### src/hdl/sphere_contact_proxy_force_macros.svh
// ----------------------------------------------------------------------------
// Sphere contact proxy force assertion macros
// Concurrent checks on clk_i, disabled while rst_ni is low.
// ----------------------------------------------------------------------------
`ifndef SPHERE_CONTACT_PROXY_FORCE_MACROS_SVH
`define SPHERE_CONTACT_PROXY_FORCE_MACROS_SVH

// same-cycle implication
`define SCPF_ASSERT_NOW(lbl, ante, cons, msg) \
  lbl: assert property (@(posedge clk_i) disable iff (!rst_ni) (ante) |-> (cons)) \
    else $error(msg);

// next-cycle implication
`define SCPF_ASSERT_NXT(lbl, ante, cons, msg) \
  lbl: assert property (@(posedge clk_i) disable iff (!rst_ni) (ante) |=> (cons)) \
    else $error(msg);

`endif

### src/hdl/scpf_pkg.sv
`timescale 1ns / 1ps
// ----------------------------------------------------------------------------
// Sphere contact proxy force package
// Register layout, fixed field widths and the lane command set.
// ----------------------------------------------------------------------------
package scpf_pkg;

  localparam int unsigned RADIUS_W   = 14;
  localparam int unsigned STIFF_W    = 16;
  localparam int unsigned CFG_IDX_W  = 2;
  localparam int unsigned CFG_DATA_W = 16;

  localparam logic [RADIUS_W-1:0] RADIUS_RST = 14'd5120;
  localparam logic [STIFF_W-1:0]  STIFF_RST  = 16'd6554;

  localparam logic [CFG_IDX_W-1:0] CFG_RADIUS = 2'd0;
  localparam logic [CFG_IDX_W-1:0] CFG_STIFF  = 2'd1;

  typedef enum logic [3:0] {
    OP_NONE,
    OP_LOAD,
    OP_MUL,
    OP_MR_LD,
    OP_DIV_LD,
    OP_DIV,
    OP_PRX,
    OP_FLD,
    OP_FRC,
    OP_PASS
  } scpf_op_e;

  typedef struct packed {
    scpf_op_e              op;
    logic [RADIUS_W-1:0]   radius;
    logic [STIFF_W-1:0]    stiff;
  } scpf_lane_ctl_t;

endpackage

### src/hdl/sphere_contact_proxy_force.sv
`timescale 1ns / 1ps
`include "sphere_contact_proxy_force_macros.svh"
// ----------------------------------------------------------------------------
// Sphere contact proxy force
// Projects the stylus onto the contact sphere and forms the spring force.
//
//   channel  handshake                  payload
//   in       in_valid_i / in_stall_o    pos_x_i, pos_y_i, pos_z_i
//   out      out_valid_o / out_stall_i  proxy_*_o, force_*_o, in_contact_o
//   cfg      cfg_valid_i / cfg_ready_o  cfg_index_i, cfg_data_i
//
// A contact item passes through the serial squares, the one-bit-per-cycle
// root, the radius product, the 14-step divide and the stiffness product. An
// item outside contact stops after the root and compare; an all-zero position
// skips straight to done. Reset loads the register defaults and clears
// the held result. A finished result sits in the output register; a stalled
// output holds the next result in the lanes until the register frees.
// ----------------------------------------------------------------------------
module sphere_contact_proxy_force #(
  parameter int unsigned POSITION_BITS = 15
) (
  input  logic                                clk_i,
  input  logic                                rst_ni,
  input  logic                                in_valid_i,
  output logic                                in_stall_o,
  input  logic signed [POSITION_BITS-1:0]     pos_x_i,
  input  logic signed [POSITION_BITS-1:0]     pos_y_i,
  input  logic signed [POSITION_BITS-1:0]     pos_z_i,
  output logic                                out_valid_o,
  input  logic                                out_stall_i,
  output logic signed [POSITION_BITS-1:0]     proxy_x_o,
  output logic signed [POSITION_BITS-1:0]     proxy_y_o,
  output logic signed [POSITION_BITS-1:0]     proxy_z_o,
  output logic signed [POSITION_BITS-1:0]     force_x_o,
  output logic signed [POSITION_BITS-1:0]     force_y_o,
  output logic signed [POSITION_BITS-1:0]     force_z_o,
  output logic                                in_contact_o,
  input  logic                                cfg_valid_i,
  output logic                                cfg_ready_o,
  input  logic [scpf_pkg::CFG_IDX_W-1:0]      cfg_index_i,
  input  logic [scpf_pkg::CFG_DATA_W-1:0]     cfg_data_i
);
  import scpf_pkg::*;

  localparam int unsigned P    = POSITION_BITS;
  localparam int unsigned SQW  = 2 * P;
  localparam int unsigned MXW  = (P > RADIUS_W) ? P : RADIUS_W;
  localparam int unsigned CNTW = $clog2(MXW);

  localparam logic [3:0] S_IDLE = 4'd0;
  localparam logic [3:0] S_SQ   = 4'd1;
  localparam logic [3:0] S_SUM  = 4'd2;
  localparam logic [3:0] S_ROOT = 4'd3;
  localparam logic [3:0] S_CMP  = 4'd4;
  localparam logic [3:0] S_MR   = 4'd5;
  localparam logic [3:0] S_DLD  = 4'd6;
  localparam logic [3:0] S_DIV  = 4'd7;
  localparam logic [3:0] S_PRX  = 4'd8;
  localparam logic [3:0] S_FLD  = 4'd9;
  localparam logic [3:0] S_MF   = 4'd10;
  localparam logic [3:0] S_FRC  = 4'd11;
  localparam logic [3:0] S_DONE = 4'd12;

  logic [3:0]          state_q, state_d;
  logic [CNTW-1:0]     cnt_q, cnt_d;
  logic [RADIUS_W-1:0] radius_q;
  logic [STIFF_W-1:0]  stiff_q;
  logic [SQW-1:0]      rad_q, rad_d;
  logic [P:0]          srem_q, srem_d;
  logic [P-1:0]        root_q, root_d;
  logic                zero_q, zero_d;
  logic                contact_q, contact_d;
  logic                out_valid_q, out_valid_d;
  logic                in_contact_q;
  logic [P-1:0]        held_proxy_q [3];
  logic [P-1:0]        held_force_q [3];

  logic [P-1:0]   pos_in     [3];
  logic [SQW-1:0] lane_sq    [3];
  logic [P-1:0]   lane_proxy [3];
  logic [P-1:0]   lane_force [3];
  scpf_op_e       lane_op;
  scpf_lane_ctl_t lane_ctl;

  logic           in_beat, out_load, all_zero, cnt_end;
  logic [P+2:0]   sq_sh, sq_trial;
  logic           sq_ge;
  logic [P+2:0]   sq_diff;
  logic [MXW-1:0] root_x, radius_x;

  assign pos_in[0] = pos_x_i;
  assign pos_in[1] = pos_y_i;
  assign pos_in[2] = pos_z_i;

  assign in_stall_o  = (state_q != S_IDLE);
  assign in_beat     = in_valid_i && !in_stall_o;
  assign all_zero    = ~|{pos_x_i, pos_y_i, pos_z_i};
  assign cnt_end     = (cnt_q == '0);
  assign cfg_ready_o = 1'b1;

  assign sq_sh    = {srem_q, rad_q[SQW-1:SQW-2]};
  assign sq_trial = {1'b0, root_q, 2'b01};
  assign sq_ge    = (sq_sh >= sq_trial);
  assign sq_diff  = sq_sh - sq_trial;
  assign root_x   = MXW'(root_q);
  assign radius_x = MXW'(radius_q);

  assign lane_ctl.op     = lane_op;
  assign lane_ctl.radius = radius_q;
  assign lane_ctl.stiff  = stiff_q;

  for (genvar g = 0; g < 3; g++) begin : g_lane
    scpf_lane #(
      .P (P)
    ) u_lane (
      .clk_i   (clk_i),
      .ctl_i   (lane_ctl),
      .pos_i   (pos_in[g]),
      .root_i  (root_q),
      .sq_o    (lane_sq[g]),
      .proxy_o (lane_proxy[g]),
      .force_o (lane_force[g])
    );
  end

  always_comb begin
    state_d   = state_q;
    cnt_d     = cnt_q;
    rad_d     = rad_q;
    srem_d    = srem_q;
    root_d    = root_q;
    zero_d    = zero_q;
    contact_d = contact_q;
    lane_op   = OP_NONE;
    out_load  = 1'b0;
    case (state_q)
      S_IDLE: begin
        if (in_beat) begin
          lane_op   = OP_LOAD;
          zero_d    = all_zero;
          contact_d = 1'b1;
          cnt_d     = CNTW'(P - 1);
          state_d   = all_zero ? S_DONE : S_SQ;
        end
      end
      S_SQ: begin
        lane_op = OP_MUL;
        cnt_d   = cnt_q - CNTW'(1);
        if (cnt_end) begin
          state_d = S_SUM;
        end
      end
      S_SUM: begin
        rad_d   = lane_sq[0] + lane_sq[1] + lane_sq[2];
        srem_d  = '0;
        root_d  = '0;
        cnt_d   = CNTW'(P - 1);
        state_d = S_ROOT;
      end
      S_ROOT: begin
        srem_d = sq_ge ? sq_diff[P:0] : sq_sh[P:0];
        root_d = {root_q[P-2:0], sq_ge};
        rad_d  = {rad_q[SQW-3:0], 2'b00};
        cnt_d  = cnt_q - CNTW'(1);
        if (cnt_end) begin
          state_d = S_CMP;
        end
      end
      S_CMP: begin
        if (root_x > radius_x) begin
          lane_op   = OP_PASS;
          contact_d = 1'b0;
          state_d   = S_DONE;
        end else begin
          lane_op = OP_MR_LD;
          cnt_d   = CNTW'(P - 1);
          state_d = S_MR;
        end
      end
      S_MR: begin
        lane_op = OP_MUL;
        cnt_d   = cnt_q - CNTW'(1);
        if (cnt_end) begin
          state_d = S_DLD;
        end
      end
      S_DLD: begin
        lane_op = OP_DIV_LD;
        cnt_d   = CNTW'(RADIUS_W - 1);
        state_d = S_DIV;
      end
      S_DIV: begin
        lane_op = OP_DIV;
        cnt_d   = cnt_q - CNTW'(1);
        if (cnt_end) begin
          state_d = S_PRX;
        end
      end
      S_PRX: begin
        lane_op = OP_PRX;
        state_d = S_FLD;
      end
      S_FLD: begin
        lane_op = OP_FLD;
        cnt_d   = CNTW'(P - 1);
        state_d = S_MF;
      end
      S_MF: begin
        lane_op = OP_MUL;
        cnt_d   = cnt_q - CNTW'(1);
        if (cnt_end) begin
          state_d = S_FRC;
        end
      end
      S_FRC: begin
        lane_op = OP_FRC;
        state_d = S_DONE;
      end
      S_DONE: begin
        if (!out_valid_q || !out_stall_i) begin
          out_load = 1'b1;
          state_d  = S_IDLE;
        end
      end
      default: begin
        state_d = S_IDLE;
      end
    endcase
  end

  assign out_valid_d = out_load || (out_valid_q && out_stall_i);

  always_ff @(posedge clk_i or negedge rst_ni) begin
    if (!rst_ni) begin
      state_q   <= S_IDLE;
      cnt_q     <= '0;
      zero_q    <= 1'b0;
      contact_q <= 1'b0;
    end else begin
      state_q   <= state_d;
      cnt_q     <= cnt_d;
      zero_q    <= zero_d;
      contact_q <= contact_d;
    end
  end

  always_ff @(posedge clk_i) begin
    rad_q  <= rad_d;
    srem_q <= srem_d;
    root_q <= root_d;
  end

  always_ff @(posedge clk_i or negedge rst_ni) begin
    if (!rst_ni) begin
      radius_q <= RADIUS_RST;
      stiff_q  <= STIFF_RST;
    end else if (cfg_valid_i && cfg_ready_o) begin
      case (cfg_index_i)
        CFG_RADIUS: radius_q <= cfg_data_i[RADIUS_W-1:0];
        CFG_STIFF:  stiff_q  <= cfg_data_i[STIFF_W-1:0];
        default: begin
        end
      endcase
    end
  end

  // hold the last result; an all-zero position repeats it
  always_ff @(posedge clk_i or negedge rst_ni) begin
    if (!rst_ni) begin
      out_valid_q  <= 1'b0;
      in_contact_q <= 1'b0;
      for (int i = 0; i < 3; i++) begin
        held_proxy_q[i] <= '0;
        held_force_q[i] <= '0;
      end
    end else begin
      out_valid_q <= out_valid_d;
      if (out_load) begin
        in_contact_q <= contact_q;
        if (!zero_q) begin
          for (int i = 0; i < 3; i++) begin
            held_proxy_q[i] <= lane_proxy[i];
            held_force_q[i] <= lane_force[i];
          end
        end
      end
    end
  end

  assign out_valid_o  = out_valid_q;
  assign in_contact_o = in_contact_q;
  assign proxy_x_o    = held_proxy_q[0];
  assign proxy_y_o    = held_proxy_q[1];
  assign proxy_z_o    = held_proxy_q[2];
  assign force_x_o    = held_force_q[0];
  assign force_y_o    = held_force_q[1];
  assign force_z_o    = held_force_q[2];

  `SCPF_ASSERT_NOW(a_free_no_force, out_valid_o && !in_contact_o,
    force_x_o == '0 && force_y_o == '0 && force_z_o == '0, "force without contact")
  `SCPF_ASSERT_NXT(a_beat_busy, in_beat, in_stall_o, "accepted beat left block idle")
  `SCPF_ASSERT_NOW(a_valid_from_done, $rose(out_valid_o),
    $past(state_q == S_DONE), "result raised outside done state")
  `SCPF_ASSERT_NXT(a_zero_short, in_beat && all_zero,
    state_q == S_DONE, "zero position did not skip to done")

endmodule

### src/hdl/scpf_lane.sv
`timescale 1ns / 1ps
// ----------------------------------------------------------------------------
// Sphere contact proxy force axis lane
// One coordinate: serial square, radius product, rounded divide by the
// distance, proxy saturation and serial stiffness product.
// ----------------------------------------------------------------------------
module scpf_lane #(
  parameter int unsigned P = 15
) (
  input  logic                     clk_i,
  input  scpf_pkg::scpf_lane_ctl_t ctl_i,
  input  logic [P-1:0]             pos_i,
  input  logic [P-1:0]             root_i,
  output logic [2*P-1:0]           sq_o,
  output logic [P-1:0]             proxy_o,
  output logic [P-1:0]             force_o
);
  import scpf_pkg::*;

  localparam int unsigned PW  = (P > STIFF_W) ? 2 * P : P + STIFF_W;
  localparam int unsigned DVW = P + RADIUS_W + 1;
  localparam int unsigned XW  = ((P > RADIUS_W) ? P : RADIUS_W) + 1;
  localparam int unsigned FW  = PW - STIFF_W;

  localparam logic [PW-1:0] RND     = PW'(1) << (STIFF_W - 1);
  localparam logic [XW-1:0] QLIM_P  = XW'((1 << (P - 1)) - 1);
  localparam logic [XW-1:0] QLIM_N  = XW'(1 << (P - 1));
  localparam logic [FW-1:0] FLIM_P  = FW'((1 << (P - 1)) - 1);
  localparam logic [FW-1:0] FLIM_N  = FW'(1 << (P - 1));
  localparam logic [P-1:0]  POS_MAX = {1'b0, {(P - 1){1'b1}}};
  localparam logic [P-1:0]  POS_MIN = {1'b1, {(P - 1){1'b0}}};

  logic [P-1:0]        pos_q, pos_d;
  logic [PW-1:0]       mcand_q, mcand_d;
  logic [P-1:0]        mplier_q, mplier_d;
  logic [PW-1:0]       acc_q, acc_d;
  logic [DVW-1:0]      rem_q, rem_d;
  logic [DVW-1:0]      dsh_q, dsh_d;
  logic [RADIUS_W-1:0] quo_q, quo_d;
  logic                dneg_q, dneg_d;
  logic [P-1:0]        proxy_q, proxy_d;
  logic [P-1:0]        force_q, force_d;

  logic [P-1:0]  mag_in, mag_q;
  logic [XW-1:0] qx, qneg;
  logic [P:0]    diff, dabs;
  logic [PW-1:0] rnd;
  logic [FW-1:0] fm, fneg;

  assign mag_in = pos_i[P-1] ? (~pos_i) + P'(1) : pos_i;
  assign mag_q  = pos_q[P-1] ? (~pos_q) + P'(1) : pos_q;
  assign qx     = XW'(quo_q);
  assign qneg   = (~qx) + XW'(1);
  assign diff   = {proxy_q[P-1], proxy_q} - {pos_q[P-1], pos_q};
  assign dabs   = diff[P] ? (~diff) + (P + 1)'(1) : diff;
  assign rnd    = acc_q + RND;
  assign fm     = rnd[PW-1:STIFF_W];
  assign fneg   = (~fm) + FW'(1);

  always_comb begin
    pos_d    = pos_q;
    mcand_d  = mcand_q;
    mplier_d = mplier_q;
    acc_d    = acc_q;
    rem_d    = rem_q;
    dsh_d    = dsh_q;
    quo_d    = quo_q;
    dneg_d   = dneg_q;
    proxy_d  = proxy_q;
    force_d  = force_q;
    case (ctl_i.op)
      OP_LOAD: begin
        pos_d    = pos_i;
        mcand_d  = PW'(mag_in);
        mplier_d = mag_in;
        acc_d    = '0;
      end
      OP_MUL: begin
        if (mplier_q[0]) begin
          acc_d = acc_q + mcand_q;
        end
        mcand_d  = mcand_q << 1;
        mplier_d = mplier_q >> 1;
      end
      OP_MR_LD: begin
        mcand_d  = PW'(ctl_i.radius);
        mplier_d = mag_q;
        acc_d    = '0;
      end
      OP_DIV_LD: begin
        rem_d = {acc_q[DVW-2:0], 1'b0} + DVW'(root_i);
        dsh_d = {1'b0, root_i, RADIUS_W'(0)};
        quo_d = '0;
      end
      OP_DIV: begin
        if (rem_q >= dsh_q) begin
          rem_d = rem_q - dsh_q;
        end
        quo_d = {quo_q[RADIUS_W-2:0], rem_q >= dsh_q};
        dsh_d = dsh_q >> 1;
      end
      OP_PRX: begin
        if (pos_q[P-1]) begin
          proxy_d = (qx > QLIM_N) ? POS_MIN : qneg[P-1:0];
        end else begin
          proxy_d = (qx > QLIM_P) ? POS_MAX : qx[P-1:0];
        end
      end
      OP_FLD: begin
        dneg_d   = diff[P];
        mcand_d  = PW'(ctl_i.stiff);
        mplier_d = dabs[P-1:0];
        acc_d    = '0;
      end
      OP_FRC: begin
        if (dneg_q) begin
          force_d = (fm > FLIM_N) ? POS_MIN : fneg[P-1:0];
        end else begin
          force_d = (fm > FLIM_P) ? POS_MAX : fm[P-1:0];
        end
      end
      OP_PASS: begin
        proxy_d = pos_q;
        force_d = '0;
      end
      default: begin
      end
    endcase
  end

  always_ff @(posedge clk_i) begin
    pos_q    <= pos_d;
    mcand_q  <= mcand_d;
    mplier_q <= mplier_d;
    acc_q    <= acc_d;
    rem_q    <= rem_d;
    dsh_q    <= dsh_d;
    quo_q    <= quo_d;
    dneg_q   <= dneg_d;
    proxy_q  <= proxy_d;
    force_q  <= force_d;
  end

  assign sq_o    = acc_q[2*P-1:0];
  assign proxy_o = proxy_q;
  assign force_o = force_q;

endmodule
### config.mk
export PLATFORM = sky130hd
export DESIGN_NAME = sphere_contact_proxy_force
export DESIGN_NICKNAME = d
export VERILOG_FILES = /design/src/hdl/scpf_pkg.sv /design/src/hdl/sphere_contact_proxy_force.sv /design/src/hdl/scpf_lane.sv
export VERILOG_INCLUDE_DIRS = /design/src /design/src/hdl
export SDC_FILE = /design/constraint.sdc
export NUM_CORES = 2
export LEC_CHECK = 0
export BUFFER_PORTS_ARGS = -buffer_cell sky130_fd_sc_hd__buf_2
export CELL_PAD_IN_SITES_DETAIL_PLACEMENT = 2
export CELL_PAD_IN_SITES_GLOBAL_PLACEMENT = 2
export CORE_ASPECT_RATIO = 2
export CORE_UTILIZATION = 45
export CTS_BUF_LIST = sky130_fd_sc_hd__clkbuf_2
export CTS_CLUSTER_DIAMETER = 80
export DETAILED_ROUTE_END_ITERATION = 6
export GPL_TIMING_DRIVEN = 1
export PLACE_DENSITY_LB_ADDON = 0.3
export SLEW_MARGIN = 20
export SYNTH_ARGS = -nofsm -noshare
export SYNTH_HDL_FRONTEND = slang
export SYNTH_HIERARCHICAL = 1
export SYNTH_SLANG_ARGS = --single-unit
### constraint.sdc
create_clock -name clk_i -period 19.2 [get_ports clk_i]
set_input_delay 3.84 -clock clk_i [delete_from_list [all_inputs] [get_ports clk_i]]
set_output_delay 3.84 -clock clk_i [all_outputs]
set_load 0.03 [all_outputs]
---- Yosys cells after proc, flatten, opt, wreduce, memory -nomap -nowiden ----
Cells that the tools add are included.
word-level totals
  register bits after elaboration ......... 784
  input bits .............................. 68
  output and inout bits ................... 94
  logic and storage cells ................. 271
operators by class
  $add $sub $neg .......................... 34
  magnitude comparators ................... 17
  equal/unequal tests ..................... 37
  mux-type cells .......................... 82
  bitwise gates (word level) .............. 16
  reductions and logical operators ........ 38
operator list
  operator                                                                           number
  30-bit case mux with 2 select lines                                                7
  31-bit case mux with 4 select lines                                                3
  15-bit two-way mux                                                                 24
  15-bit by 1-bit adder with 15-bit output, second input constant                    15
  15-bit case mux with 2 select lines                                                7
  31-bit case mux with 2 select lines                                                3
  15-bit NOT                                                                         12
  15-bit case mux with 4 select lines                                                3
  31-bit by 16-bit adder with 31-bit output, second input constant                   3
  31-bit adder                                                                       3
  31-bit two-way mux                                                                 3
  30-bit by 15-bit adder with 30-bit output                                          3
  30-bit greater-or-equal comparator                                                 3
  30-bit two-way mux                                                                 3
  30-bit subtractor                                                                  3
  14-bit case mux with 2 select lines                                                3
  30-bit adder                                                                       2
  4-bit case mux with 13 select lines                                                1
  4-bit two-way mux                                                                  12
  15-bit by 15-bit subtractor with 16-bit output                                     3
  14-bit by 15-bit greater-than comparator with 1-bit output, second input constant  3
  15-bit by 14-bit greater-than comparator with 1-bit output, second input constant  3
  15-bit greater-than comparator, second input constant                              3
  14-bit NOT with 15-bit output                                                      3
  35 further kinds                                                                   96

---- Depth between registers and ports, before layout ----
  word-level depth ........................ 9
  mapped depth ............................ 18

---- Modules after synthesis ----
Netlist, hierarchy kept.
by module, submodules not included
  module                            instances  cells an instance  area each (sq um)
  scpf_lane (g_lane[1].u_lane ...)  2          1561               14665.3
  scpf_lane (g_lane[0].u_lane)      1          1544               14531.4
  sphere_contact_proxy_force        1          946                10794.1

---- Least setup slack after synthesis ----
No wires, ideal clock.
  path kind ............................... input -> register
  start ................................... input in_valid_i
  end ..................................... register g_lane[1].u_lane.mcand_q[0], enable pin
  arrival time ............................ 7.980 ns
  path slack .............................. 10.706 ns
  cell stages on the path ................. 6
  path buffers ............................ 3
  cell sequence ........................... o21bai_1 o31ai_1 clkbuf_1 clkbuf_1 clkbuf_1 o21ai_0
on the way
  cells in the longest elaborated chain, start to end .. 5
  elaborated cells on any way between the ends .. 8
  classes of those cells .................. 4 x eq/ne; 2 x mux; 2 x reduce/logical
RTL lines
  item                                                                          line                               source
  start, declared                                                               sphere_contact_proxy_force.sv:24   input logic in_valid_i,
  1-bit logical AND *                                                           sphere_contact_proxy_force.sv:96   assign in_beat = in_valid_i && !in_stall_o;
  1-bit two-way mux *                                                           sphere_contact_proxy_force.sv:138  if (in_beat) begin
  4-bit case mux with 8 select lines *                                          sphere_contact_proxy_force.sv:136  case (state_q)
  net lane_op[0]                                                                sphere_contact_proxy_force.sv:82   scpf_op_e lane_op;
  4-bit by 1-bit equality test with 1-bit output, or another cell as far along  scpf_lane.sv:71                    case (ctl_i.op)
  4-bit nonzero test (no source line) *                                         n/a
  end signal, assigned                                                          scpf_lane.sv:133                   mcand_q <= mcand_d;
  end, declared                                                                 scpf_lane.sv:34                    logic [PW-1:0] mcand_q, mcand_d;
Mark *: on every way through the listed nets, which the timed path passes. The rest lies on a longest branch.
A chain may end at the register's enable or synchronous reset.

---- Worst setup path in the final report ----
  start ................................... register state_q[0]
  end ..................................... output in_stall_o
on the way
  cells in the longest elaborated chain, start to end .. 1
RTL lines
  item                    line                               source
  start, declared         sphere_contact_proxy_force.sv:64   logic [3:0] state_q, state_d;
  start signal, assigned  sphere_contact_proxy_force.sv:240  state_q <= state_d;
  4-bit nonzero test      sphere_contact_proxy_force.sv:95   assign in_stall_o = (state_q != S_IDLE);
  end, declared           sphere_contact_proxy_force.sv:25   output logic in_stall_o,
No other way between the ends.

==> qor.csv <==
stage;metric;value;unit
setup_path;worstPathMaxFanout;18;
final_layout;syn2layout_area_growth;6.808;%
detailed_routing;antenna_left;0;
floorplan;die_y;494.9;µm
clock_tree;clk_path_buf_depth;3;
synthesis;yosysSeqAreaShare;41.72;%
setup_path;crit_path_start;state_q[0];
setup_path;crit_end;in_stall_o;
sta;clock.fmax;0.1391;GHz
clock_tree;cts_tree;done;
setup_path;critPathArrivalTime;3350;ps
global_route;grt_pass1_wl;325300;µm
clock_tree;cts_sinks;781;
sta;holdWs;479.7;ps
flow_run;maxCapViolCount;0;
final_layout;stdcell_area;0.05838;mm²
floorplan;start_util;45.45;%
synthesis;synth_cell_types;108;
setup_path;cp-start-kind;register;
synthesis;synthCells;5612;
detailed_routing;first_iter_violations;2242;
setup_path;cp_num_buf_inv;1;
setup_path;r2r-end;g_lane[0].u_lane/rem_q[21];
setup_path;ff2ff_path_depth;19;
floorplan;dieArea;0.1229;mm²
placed_design;io_buffers;160;
synthesis;synth_top_area_share;35.66;%
sta;rsz0062_at_grt;no;
min_path;hold_path.class;register to register;
sta;hold_viol;0;
detailed_routing;vias;46780;
detailed_routing;drtPass1Iterations;7;
setup_path;cp_slowest_cell;dfrtp_1;
setup_path;critical_path.top_delay_family;simple AND/OR/NAND/NOR gates;
sta;fin_crit_sh;37.44;%
floorplan;io_pins;162;
setup_path;end_kind;output port;
synthesis;ys_top_cells_by_area;edfxtp_1 (36%), ha_1 (7.9%), dfrtp_1 (5.6%);
sta;clock_skew;137.8;ps
sta;setup_violations;0;
floorplan;die_w;248.4;µm
clock_tree;cts_buffers;189;
setup_path;slowest_delay;660;ps
global_route;grt_max_degree;115;
global_route;grtUsageMet3;6.115;%
global_route;grt_use_total;34.99;%
sta;drv_slew;0;
global_route;antenna_found_initial;9;
clock_tree;cts-root-buf;clkbuf_2;
global_route;globalRoute.busiestLayer;met2;
clock_tree;worstSkewPairLatency;1680;ps
setup_path;path_depth;3;
final_layout;fillers;12870;
floorplan;coreArea;0.1203;mm²
synthesis;synth.largest_area_cell;edfxtp_1;
global_route;use_met1;32.50;%
synthesis;syn_area;0.05466;mm²
clock_tree;cts_resized;0;
detailed_routing;drc;0;
setup_path;r2r_start;root_q[0];
global_route;grt-ovfl-total;0;
clock_tree;cts_hold_buf;0;
synthesis;synth_edf_count;649;
setup_path;critPathKind;register to output port;
synthesis;synth_flop_cell;edfxtp_1;
global_route;grtUsageMet2;65.39;%
min_path;hold_start;g_lane[1].u_lane/force_o[4];
setup_path;cp_cell_sequence;nor2_1 -> nand2_1 -> buf_2;
detailed_routing;viasPerCell;6.288;
final_layout;nets;6182;
sta;worst_pin_slew;1177;ps
clock_tree;postCtsSetupBuffers;0;
final_layout;drive_gt1_share;13.15;%
sta;max-slew-margin-rel;20.98;%
placed_design;post_dp_cell_area;0.05652;mm²
status;run_status;finished clean;
min_path;hold_depth;1;
sta;tns;0;ps
synthesis;ys_async_sr_fraction;16.90;%
floorplan;fp-row-count;180;
synthesis;ys_seq_elements;781;
detailed_routing;routedWlPerCell;29.29;µm
synthesis;avgSynthCellArea;9.739;µm²
setup_path;worstPathRequired;15360;ps
clock_tree;clk_pin_slew_worst_paths;130;ps
clock_tree;htree_levels;4;
final_layout;finalCoreUtilization;48.54;%
synthesis;synth_nets;6068;
placed_design;place.gp.congestion;0.9482;
detailed_routing;wl;217900;µm
global_route;grt_pass1_vias;52900;
synthesis;yosysWarnings;6;
placed_design;dp_hpwl;164000;µm
setup_path;r2r_setup_slack;13380;ps
sta;fin_crit;7188;ps
-- cell usage after synthesis (36+ instances only) --
cell / number
nor2b_1: 69
nand2b_1: 68
clkbuf_1: 156
o21a_1: 68
a21o_1: 123
dfrtp_1: 123
a21oi_1: 402
mux2i_1: 46
xnor2_1: 259
and2_1: 85
nand3_1: 97
o31ai_1: 62
edfxtp_1: 649
o211ai_1: 36
mux2_2: 115
and3_1: 75
nor2_1: 494
nand2_1: 453
or3_1: 39
inv_1: 293
a221o_1: 42
fa_1: 42
o21ai_1: 49
ha_1: 346
nand4_1: 65
nor4_1: 47
nor3_1: 101
xor2_1: 206
o21ai_0: 366
buf_4: 96
-- per-layer routing --
metal	vias to the layer above	part of all wire [%]	wire length, µm
met5	-	0.023	50
met4	8	9.9	21650
met3	870	4.5	9785
met2	1457	52	114300
met1	23760	33	72130
li1	20690	-	-
-- cell usage in the layout, fill, tap and decap left out, drive strengths merged, types with 24 or more instances in the layout --
cell type  Yosys  routed
a211o         26      26
a211oi        34      34
a21o         123     123
a21oi        405     405
a221o         42      42
a31oi         35      35
and2          87      87
and3          76      76
buf          143     223
clkbuf       157     282
clkinv         3      63
dfrtp        123     123
edfxtp       649     649
fa            42      42
ha           346     346
inv          295     299
mux2         148     148
mux2i         46      46
nand2        458     458
nand2b        68      68
nand3        100     100
nand4         67      67
nor2         496     496
nor2b         69      69
nor3         105     105
nor4          51      51
o211ai        38      38
o21a          70      70
o21ai        417     417
o21bai        29      29
o31ai         67      67
o41ai         24      24
or3           39      39
xnor2        259     259
xor2         206     206
-- kinds of logic after synthesis --
group | share of synthesized area, %
fa+ha+maj | 9.459
xor+xnor | 7.451
buf+inv | 4.846
flops | 41.72
other cells | 0.006861
simple gates | 15.19
mux | 3.892
compound gates | 17.43
-- worst min-delay path by stage --
stage / slack, ps / end
3_5_place_dp: 460 / force_y_o[0]
5_1_grt: 500 / force_y_o[4]
2_1_floorplan: 440 / force_x_o[0]
3_3_place_gp: 450 / force_y_o[6]
6_report: 480 / force_y_o[4]
4_1_cts: 480 / force_y_o[4]
-- state kept, by name (all words and copies together) (netlist names), 16 cells and up --
signal	cells
g_lane.u_lane/pos_q	45
g_lane.u_lane/force_o	45
g_lane.u_lane/proxy_o	45
srem_q	16
rad_q	30
g_lane.u_lane/rem_q	90
g_lane.u_lane/mplier_q	45
g_lane.u_lane/acc_q	93
stiff_q	16
g_lane.u_lane/mcand_q	93
g_lane.u_lane/dsh_q	87
g_lane.u_lane/quo_q	42
-- final cells by class --
cell class / count / area [µm²] / share of cell area [%]
antenna: 6 / 15.01 / 0.02572
clock buffer: 282 / 1411 / 2.418
clock inverter: 70 / 406.6 / 0.6966
inverter: 298 / 1119 / 1.916
multi-input combinational: 4233 / 29390 / 50.35
sequential: 781 / 22800 / 39.06
tap: 1547 / 1936 / 3.316
timing repair buffer: 223 / 1292 / 2.214
-- worst reg2reg max path, cell delays in order (launching register included) --
cell      delay (ps)
edfxtp_1         720
inv_1            260
ha_1             260
nor2b_1          110
o21a_1           120
o21ai_1           60
a21oi_1          150
o31ai_1           80
a21oi_1          670
nor2_1           110
a21oi_1          200
o22ai_2          100
buf_4            330
nor2b_4          190
buf_4            640
and2_1          1010
and3_1           280
o211ai_1         100
o211ai_1         120
a21oi_1           60
-- metrics by stage --
step / setup WS (ps) / std cells
after floorplan: 10710 / 5612
after global placement: 11820 / 7082
after detailed placement: 11560 / 7082
after CTS: 11900 / 7434
after global routing: 11850 / 7439
final: 12010 / 7440
Power is not shown: default switching activity piles up to over one toggle a cycle in this logic, so the estimate is an artifact.
